===== src/hw/rtl/lsfcd_pkg.sv =====
package lsfcd_pkg;

    localparam int W_BYTE   = 8;
    localparam int W_STATUS = 2;
    localparam int W_COUNT  = 12;
    localparam int W_RANGE  = 2;
    localparam int W_LUX    = 30;
    localparam int W_BASE   = 18;

    localparam logic [W_BYTE-1:0] CRC_POLY = 8'h31;
    localparam logic [W_BYTE-1:0] CRC_INIT = 8'h00;

    // 4096 * 250000 / 4096 -> count * 250000 is lux times 4096
    localparam logic [W_BASE-1:0] LUX_NUM = 18'd250000;

    // range codes from bits 3..2 of the second byte
    localparam logic [W_RANGE-1:0] RC_INVALID = 2'd0;
    localparam logic [W_RANGE-1:0] RC_DIV1    = 2'd1;
    localparam logic [W_RANGE-1:0] RC_DIV4    = 2'd2;
    localparam logic [W_RANGE-1:0] RC_DIV16   = 2'd3;

    typedef enum logic [W_STATUS-1:0] {
        ST_OK        = 2'd0,
        ST_CRC_ERR   = 2'd1,
        ST_RANGE_ERR = 2'd2
    } t_status;

    // byte expected next within the frame
    typedef enum logic [2:0] {
        POS_0 = 3'b001,
        POS_1 = 3'b010,
        POS_2 = 3'b100
    } t_pos;

    typedef struct packed {
        t_status              status;
        logic [W_COUNT-1:0]   raw_count;
        logic [W_RANGE-1:0]   range_code;
        logic [W_LUX-1:0]     lux_scaled;
    } t_result;

    // crc-8, msb first, no final xor
    function automatic logic [W_BYTE-1:0] crc8_update(
        input logic [W_BYTE-1:0] crc,
        input logic [W_BYTE-1:0] data
    );
        logic [W_BYTE-1:0] c;
        c = crc ^ data;
        for (int k = 0; k < W_BYTE; k++) begin
            if (c[W_BYTE-1]) begin
                c = {c[W_BYTE-2:0], 1'b0} ^ CRC_POLY;
            end else begin
                c = {c[W_BYTE-2:0], 1'b0};
            end
        end
        return c;
    endfunction

endpackage


===== src/hw/rtl/lsfcd_in_if.sv =====
interface lsfcd_in_if import lsfcd_pkg::*; ();
    logic              valid;
    logic              ready;
    logic [W_BYTE-1:0] frame_byte;
    logic              frame_start;

    modport source (output valid, output frame_byte, output frame_start, input ready);
    modport sink   (input valid, input frame_byte, input frame_start, output ready);
endinterface


===== src/hw/rtl/lsfcd_out_if.sv =====
interface lsfcd_out_if import lsfcd_pkg::*; ();
    logic                valid;
    logic                ready;
    logic [W_STATUS-1:0] status;
    logic [W_COUNT-1:0]  raw_count;
    logic [W_RANGE-1:0]  range_code;
    logic [W_LUX-1:0]    lux_scaled;

    modport source (output valid, output status, output raw_count, output range_code,
                    output lux_scaled, input ready);
    modport sink   (input valid, input status, input raw_count, input range_code,
                    input lux_scaled, output ready);
endinterface


===== src/hw/rtl/lsfcd_frame_decode.sv =====
module lsfcd_frame_decode import lsfcd_pkg::*; (
    input  logic [W_BYTE-1:0] i_high_byte,
    input  logic [W_BYTE-1:0] i_low_byte,
    input  logic [W_BYTE-1:0] i_crc,
    input  logic [W_BYTE-1:0] i_check_byte,
    output t_result           o_result
);

    logic [W_COUNT-1:0] w_count;
    logic [W_RANGE-1:0] w_range;
    logic [W_BASE-1:0]  w_base;
    logic [W_LUX-1:0]   w_product;

    assign w_count = {i_high_byte, i_low_byte[7:4]};
    assign w_range = i_low_byte[3:2];

    // exact divide by 1, 4 or 16 folded into the constant
    always_comb begin
        unique case (w_range)
            RC_DIV1:  w_base = LUX_NUM;
            RC_DIV4:  w_base = LUX_NUM >> 2;
            RC_DIV16: w_base = LUX_NUM >> 4;
            default:  w_base = '0;
        endcase
    end

    // 12 x 18 product, max value fits 30 bits
    assign w_product = W_LUX'(W_LUX'(w_count) * W_LUX'(w_base));

    always_comb begin
        o_result.raw_count  = w_count;
        o_result.range_code = w_range;
        priority if (i_crc != i_check_byte) begin
            o_result.status     = ST_CRC_ERR;
            o_result.lux_scaled = '0;
        end else if (w_range == RC_INVALID) begin
            o_result.status     = ST_RANGE_ERR;
            o_result.lux_scaled = '0;
        end else begin
            o_result.status     = ST_OK;
            o_result.lux_scaled = w_product;
        end
    end

endmodule


===== src/hw/rtl/light_sensor_frame_check_decode.sv =====
// the crc update and 12x18 multiply are combinational; a frame result is
//   registered as its third byte leaves the input stage; one byte per cycle
//   unless a third byte waits on a full result register the sink has not taken
// reset (i_rst_n low, synchronous): both stages empty, frame alignment back to
//   the first byte, crc and captured bytes cleared
module light_sensor_frame_check_decode import lsfcd_pkg::*; (
    input  logic            i_clk,
    input  logic            i_rst_n,
    lsfcd_in_if.sink        i_item,
    lsfcd_out_if.source     o_item
);

    // input stage: one captured byte waiting to be processed
    logic              r_s1_valid;
    logic [W_BYTE-1:0] r_s1_byte;
    logic              r_s1_start;

    // frame state
    t_pos              r_pos;
    t_pos              n_pos;
    logic [W_BYTE-1:0] r_crc;
    logic [W_BYTE-1:0] n_crc;
    logic [W_BYTE-1:0] r_high;
    logic [W_BYTE-1:0] r_low;

    // result register
    logic              r_out_valid;
    t_result           r_out;

    t_pos              w_pos_eff;
    logic              w_emit;
    logic              w_s1_go;
    logic              w_in_accept;
    t_result           w_result;

    // a start flag forces the byte to be the first of a new frame
    assign w_pos_eff = r_s1_start ? POS_0 : r_pos;
    assign w_emit    = (w_pos_eff == POS_2);

    // bytes that give no result always drain; the third byte needs room in
    // the result register, which frees up when the sink takes it
    assign w_s1_go     = r_s1_valid && (!w_emit || !r_out_valid || o_item.ready);
    assign w_in_accept = i_item.valid && i_item.ready;

    assign i_item.ready = !r_s1_valid || w_s1_go;

    always_ff @(posedge i_clk) begin
        if (!i_rst_n) begin
            r_s1_valid <= 1'b0;
        end else if (w_in_accept) begin
            r_s1_valid <= 1'b1;
        end else if (w_s1_go) begin
            r_s1_valid <= 1'b0;
        end
    end

    always_ff @(posedge i_clk) begin
        if (w_in_accept) begin
            r_s1_byte  <= i_item.frame_byte;
            r_s1_start <= i_item.frame_start;
        end
    end

    // next frame state for the byte in the input stage
    always_comb begin
        unique case (w_pos_eff)
            POS_0: begin
                n_pos = POS_1;
                n_crc = crc8_update(CRC_INIT, r_s1_byte);
            end
            POS_1: begin
                n_pos = POS_2;
                n_crc = crc8_update(r_crc, r_s1_byte);
            end
            POS_2: begin
                // frame complete, wrap to the first byte
                n_pos = POS_0;
                n_crc = CRC_INIT;
            end
            default: begin
                n_pos = POS_0;
                n_crc = CRC_INIT;
            end
        endcase
    end

    always_ff @(posedge i_clk) begin
        if (!i_rst_n) begin
            r_pos  <= POS_0;
            r_crc  <= CRC_INIT;
            r_high <= '0;
            r_low  <= '0;
        end else if (w_s1_go) begin
            r_pos <= n_pos;
            r_crc <= n_crc;
            if (w_pos_eff == POS_0) begin
                r_high <= r_s1_byte;
            end
            if (w_pos_eff == POS_1) begin
                r_low <= r_s1_byte;
            end
        end
    end

    // third byte: crc check, field split and lux scaling
    lsfcd_frame_decode u_decode (
        .i_high_byte  (r_high),
        .i_low_byte   (r_low),
        .i_crc        (r_crc),
        .i_check_byte (r_s1_byte),
        .o_result     (w_result)
    );

    always_ff @(posedge i_clk) begin
        if (!i_rst_n) begin
            r_out_valid <= 1'b0;
        end else if (w_s1_go && w_emit) begin
            r_out_valid <= 1'b1;
        end else if (o_item.ready) begin
            r_out_valid <= 1'b0;
        end
    end

    always_ff @(posedge i_clk) begin
        if (w_s1_go && w_emit) begin
            r_out <= w_result;
        end
    end

    assign o_item.valid      = r_out_valid;
    assign o_item.status     = r_out.status;
    assign o_item.raw_count  = r_out.raw_count;
    assign o_item.range_code = r_out.range_code;
    assign o_item.lux_scaled = r_out.lux_scaled;

    // a failed frame never carries a lux value
    a_lux_zero_on_error: assert property (@(posedge i_clk) disable iff (!i_rst_n)
        o_item.valid && (o_item.status != ST_OK) |-> (o_item.lux_scaled == '0))
        else $error("lux nonzero on failed frame");

    // a held byte is not dropped while the result register is blocked
    a_s1_hold: assert property (@(posedge i_clk) disable iff (!i_rst_n)
        r_s1_valid && !w_s1_go |=> r_s1_valid)
        else $error("input stage byte lost");

    // a completed frame lands in the result register
    a_emit_loads: assert property (@(posedge i_clk) disable iff (!i_rst_n)
        w_s1_go && w_emit |=> r_out_valid)
        else $error("frame result not registered");

    // after a third byte the next byte is taken as the first of a frame
    a_wrap: assert property (@(posedge i_clk) disable iff (!i_rst_n)
        w_s1_go && w_emit |=> (r_pos == POS_0) && (r_crc == CRC_INIT))
        else $error("frame alignment not restarted");

endmodule


===== src/flat_wrapper.sv =====
// flat-port wrapper written by rule: the top's interface ports become plain ports
module light_sensor_frame_check_decode_flat import lsfcd_pkg::*;
  (i_clk, i_rst_n, i_item_valid, i_item_frame_byte, i_item_frame_start, i_item_ready, o_item_valid, o_item_status, o_item_raw_count, o_item_range_code, o_item_lux_scaled, o_item_ready);
  lsfcd_in_if i_item_i ();
  lsfcd_out_if o_item_i ();
  input  logic i_clk;
  input  logic i_rst_n;
  input wire logic [$bits(i_item_i.valid)-1:0] i_item_valid;
  input wire logic [$bits(i_item_i.frame_byte)-1:0] i_item_frame_byte;
  input wire logic [$bits(i_item_i.frame_start)-1:0] i_item_frame_start;
  output wire logic [$bits(i_item_i.ready)-1:0] i_item_ready;
  output wire logic [$bits(o_item_i.valid)-1:0] o_item_valid;
  output wire logic [$bits(o_item_i.status)-1:0] o_item_status;
  output wire logic [$bits(o_item_i.raw_count)-1:0] o_item_raw_count;
  output wire logic [$bits(o_item_i.range_code)-1:0] o_item_range_code;
  output wire logic [$bits(o_item_i.lux_scaled)-1:0] o_item_lux_scaled;
  input wire logic [$bits(o_item_i.ready)-1:0] o_item_ready;
  assign i_item_i.valid = i_item_valid;
  assign i_item_i.frame_byte = i_item_frame_byte;
  assign i_item_i.frame_start = i_item_frame_start;
  assign i_item_ready = i_item_i.ready;
  assign o_item_valid = o_item_i.valid;
  assign o_item_status = o_item_i.status;
  assign o_item_raw_count = o_item_i.raw_count;
  assign o_item_range_code = o_item_i.range_code;
  assign o_item_lux_scaled = o_item_i.lux_scaled;
  assign o_item_i.ready = o_item_ready;
  light_sensor_frame_check_decode u_core (.i_clk(i_clk), .i_rst_n(i_rst_n), .i_item(i_item_i), .o_item(o_item_i));
endmodule

===== config.mk =====
export PLATFORM = sky130hd
export DESIGN_NAME = light_sensor_frame_check_decode_flat
export DESIGN_NICKNAME = d
export VERILOG_FILES = /design/src/hw/rtl/lsfcd_pkg.sv /design/src/hw/rtl/lsfcd_in_if.sv /design/src/hw/rtl/lsfcd_out_if.sv /design/src/hw/rtl/lsfcd_frame_decode.sv /design/src/hw/rtl/light_sensor_frame_check_decode.sv /design/src/flat_wrapper.sv
export SDC_FILE = /design/constraint.sdc
export NUM_CORES = 1
export LEC_CHECK = 0
export BUFFER_PORTS_ARGS = -buffer_cell sky130_fd_sc_hd__buf_2
export CAP_MARGIN = 20
export CORE_MARGIN = 1.5
export CORE_UTILIZATION = 55
export CTS_BUF_LIST = sky130_fd_sc_hd__clkbuf_2 sky130_fd_sc_hd__clkbuf_4 sky130_fd_sc_hd__clkbuf_8
export DETAILED_ROUTE_END_ITERATION = 6
export GPL_TIMING_DRIVEN = 0
export HOLD_SLACK_MARGIN = 0.12
export PLACE_DENSITY = 0.81
export SLEW_MARGIN = 20
export SYNTH_ARGS = -nofsm -noshare
export SYNTH_HDL_FRONTEND = slang
export SYNTH_SLANG_ARGS = --single-unit

===== constraint.sdc =====
create_clock -name i_clk -period 6.2 [get_ports i_clk]
set_input_delay 0.93 -clock i_clk [delete_from_list [all_inputs] [get_ports i_clk]]
set_output_delay 0.93 -clock i_clk [all_outputs]
set_load 0.02 [all_outputs]

==> summary.md <==
| Metric | Value |
|---|---|
| Status | completed |
| Core area | 16520 um2 |
| Setup TNS Final | 0 ns |
| Largest family of logic cells by synthesized area | adder cells |
| Final Hold Viols | 0 |
| Root buf cell | clkbuf_8 |
| RSZ-0062 raised after global routing | false |
| Synth unique cells | 61 |
| Mapped Avg Cell Area | 10.05 um2 |
| Largest delay contributor family on the critical path | adder cells |
| GRT overflow | 0 |
| Setup violators final | 0 |
| Die Span Y | 132.7 um |
| First-pass GRT wire length | 32390 um |
| Seq cells post-synth | 82 |
| Initial core utilization | 0.5602 |
| R2r setup slk | 0.33 ns |
| Final wirelength | 19450 um |
| Dpl cell area | 9849 um2 |
| I/O Buffers | 59 |
| Row count | 47 |
| Post-Synth Adder-Cell Area | 0.4009 |
| Worst min-delay path class | flip-flop to flip-flop |
| Leading cell type in the layout, fill and taps excluded | inv_1 |
| Critical Path Max Stage Delay | 0.56 ns |
| Most frequent cells in the layout | inv_1 (203), fa_1 (121), ha_1 (102) |
| Largest area contributor in the netlist | fa_1 |
| # diodes | 0 |
| Final std cells w/o fill | 1214 |
| GRT Total Usage | 0.2367 |
| Placed insts | 1201 |
| VDD IR-drop max | 0.1651 mV |
| Crit-path slowest cell | fa_1 |
| TritonCTS buffer count | 9 |
| Top cell type's share of synthesized area | 0.2617 |
| CP startpoint kind | flip-flop |
| Setup ws final | 0.3301 ns |
| Maximum clock insertion buffer count | 2 |
| Crit-path cells | clkbuf_4 -> inv_1 -> ha_4 -> nand2_1 -> fa_1 -> inv_1 -> fa_1 -> fa_1 -> fa_1 -> inv_1 -> fa_1 -> inv_1 -> ha_1 -> a21oi_1 -> o221ai_1 -> a21oi_2 -> o31a_1 -> xor2_1 -> nor2_1 |
| Drc violations | 0 |
| Post-synth top flop | edfxtp_1 |
| Die footprint | 17620 um2 |
| Layout Nets | 1226 |
| Xor and xnor fraction of the mapped netlist area | 0.06636 |
| Max Fclk | 170.4 MHz |
| Vias | 6366 |
| Final worst-path cycle share | 0.9468 |
| Syn Nets | 1158 |
| HP Start | u_core.r_crc[6]$_SDFFE_PN0P_ |
| Routed Antenna Nets | 0 |
| Area grow syn2layout | 9.028% |
| DP HPWL | 15990 um |
| Crit path capture type | flip-flop |
| CP Buf/Inv Count | 5 |
| Ys Warns | 0 |
| Fin crit period | 5.870 ns |
| Largest net degree at the start of global routing | 34 |
| Share of layout cells above drive strength 1 | 0.1147 |
| Worst R2R Start | u_core.r_low[3]$_SDFFE_PN0P_ |
| RD Place Congestion | 0.9454 |
| Number of DRC markers in iteration 0 | 401 |
| Crit Path Category | flip-flop to flip-flop |
| Worst-margin pin slew | 0.8010 ns |
| Slew margin rel. | 0.4660 |
| I/O pin total | 61 |
| Critical Path AT | 6.02 ns |
| Post-synthesis sequential area ratio | 0.2368 |
| Crit-path most repeated cell | fa_1 |
| Max_cap viols | 0 |
| # H-tree levels | 3 |
| CTS tree | built |
| Leakage | 5.058 nW |
| Clock transition at path regs | 0.09 ns |
| Simple-gate area share of the yosys netlist | 0.1127 |
| RR Endpoint | u_core.o_item.lux_scaled[25]$_SDFFCE_PP0P_ |
| Reg2Reg Depth | 19 |
| Slew Viols, Final | 0 |
| Final instance area | 10090 um2 |
| Worst-Skew Late Latency | 0.41 ns |
| Dpl ws | -0.5919 ns |
| Hold depth | 2 |
| Post-Syn Instances | 921 |
| Synth top area cells | fa_1 (26%), edfxtp_1 (18%), ha_1 (14%) |
| Post-Syn Area | 9258 um2 |
| Cell area power density | 119.7 nW/um2 |
| Clock skew | 0.02645 ns |
| Share of flip-flops with an asynchronous set or reset | 0 |
| Number of flops mapped to enable cells by yosys | 55 |
| Post-DR vias/cell | 5.244 |
| Pre-antenna DRT Iters | 5 |
| Die Wd | 132.7 um |
| Drt wl/cell | 16.02 um |
| Multiplexer share of the synthesized area | 0.006487 |
| Util after Layout | 0.6108 |
| Compound-Gate Fraction of Synth Area | 0.07974 |
| Initial antenna violation count | 0 |
| CP max FO | 12 |
| Vias in the first global route | 6654 |
| Clk sinks | 82 |
| Critical Path RT | 6.35 ns |
| Worst Hold End | u_core.r_crc[6]$_SDFFE_PN0P_ |
## cell type report
class	instances	area [um2]
fillers	1365	6431
multi-input cells	606	6197
flip-flops and latches	82	2193
inverters	203	762.0
repair buffers	60	315.3
well taps	220	275.3
clock buffers	10	137.6
plain buffers	27	133.9
clock inverters	6	78.83
## metrics by stage
| step | total power, W | hold WS [ns] |
|---|---|---|
| 2_1_floorplan | 0.0007468 | 0.4856 |
| 3_3_place_gp | 0.0007729 | 0.4965 |
| 3_5_place_dp | 0.0007776 | 0.5003 |
| 4_1_cts | 0.001215 | 0.5103 |
| 5_1_grt | 0.001248 | 0.5252 |
| 6_report | 0.001208 | 0.5065 |
## sequential cells by signal, indices dropped and copies added (netlist names)
signal	count
u_core.r_crc	8
u_core.o_item.raw_count	12
u_core.r_s1_valid	1
u_core.r_s1_byte	8
u_core.r_pos	3
u_core.o_item.lux_scaled	30
u_core.r_low	6
u_core.o_item.valid	1
u_core.r_high	8
u_core.r_s1_start	1
u_core.o_item.status	2
u_core.o_item.range_code	2
## metal layers
metal	up-vias	global-route usage	wire length [um]
li1	3043	-	-
met3	55	0.02835	929
met4	0	0.1239	817
met2	202	0.3976	9240
met1	3066	0.3025	8464
met5	-	0	0
## report_power, final
| part | total (W) | switching [W] | internal [W] |
|---|---|---|---|
| registers | 0.000612 | 0.0000197 | 0.000592 |
| clock network | 0.000440 | 0.000234 | 0.000206 |
| logic | 0.000156 | 0.0000815 | 0.0000750 |
## worst reg2reg max path: stages (launching register included)
cell      delay [ns]
dfxtp_2         0.40
clkbuf_4        0.24
inv_1           0.10
ha_4            0.35
nand2_1         0.14
fa_1            0.56
inv_1           0.05
fa_1            0.54
fa_1            0.45
fa_1            0.54
inv_1           0.05
fa_1            0.53
inv_1           0.04
ha_1            0.39
a21oi_1         0.31
o221ai_1        0.20
a21oi_2         0.31
o31a_1          0.21
xor2_1          0.14
nor2_1          0.05
## repair_timing
item / in CTS / in global routing
setup buffers: 0 / 0
hold buffers: 0 / 0
cloned: 0 / 0
endpoints found under the setup margin: 11 / 8
pin swaps: 0 / 0
hold endpoints to repair: 0 / 0
gates resized for setup: 6 / 9
## Yosys cell counts, drive strengths merged (2+ instances only)
| cell type | count |
|---|---|
| and3 | 3 |
| fa | 121 |
| a21o | 13 |
| a221oi | 2 |
| a222oi | 3 |
| xor2 | 20 |
| o211a | 2 |
| a21boi | 9 |
| o21ai | 23 |
| xnor2 | 39 |
| nand3 | 8 |
| nor3 | 4 |
| a211o | 2 |
| nand2 | 69 |
| edfxtp | 55 |
| a21oi | 30 |
| o31ai | 3 |
| buf | 8 |
| dfxtp | 27 |
| o221ai | 3 |
| ha | 103 |
| mux2i | 6 |
| nor2b | 19 |
| clkbuf | 22 |
| nor4 | 2 |
| o21a | 6 |
| inv | 203 |
| nand4 | 6 |
| nor2 | 41 |
| nand2b | 13 |
| and2 | 39 |
## worst max path at each step
| stage | slack (ns) | endpoint | cells past startpoint | from |
|---|---|---|---|---|
| 6_report | 0.33 | u_core.o_item.lux_scaled[25]$_SDFFCE_PP0P_ | 19 | u_core.r_low[3]$_SDFFE_PN0P_ |
| 5_1_grt | 0.01 | u_core.o_item.lux_scaled[26]$_SDFFCE_PP0P_ | 24 | u_core.r_low[3]$_SDFFE_PN0P_ |
| 4_1_cts | 0.03 | u_core.o_item.lux_scaled[28]$_SDFFCE_PP0P_ | 20 | u_core.r_low[3]$_SDFFE_PN0P_ |
| 3_5_place_dp | -0.59 | u_core.o_item.lux_scaled[28]$_SDFFCE_PP0P_ | 23 | u_core.r_low[3]$_SDFFE_PN0P_ |
| 3_3_place_gp | -0.51 | u_core.o_item.lux_scaled[28]$_SDFFCE_PP0P_ | 21 | u_core.r_low[3]$_SDFFE_PN0P_ |
| 2_1_floorplan | 0.40 | u_core.o_item.lux_scaled[28]$_SDFFCE_PP0P_ | 23 | u_core.r_low[3]$_SDFFE_PN0P_ |
## cells by family (layout without fill, tap and decap cells)
| group | after synthesis | count (layout) |
|---|---|---|
| xor gates and xnor gates | 59 | 59 |
| muxes | 6 | 6 |
| AOI/OAI and AO/OA | 107 | 107 |
| adders and majority gates | 224 | 224 |
| buffers and inverters | 233 | 306 |
| and+or+nand+nor | 210 | 210 |
| DFF | 82 | 82 |
No activity file was read; power rests on OpenSTA's default activity.
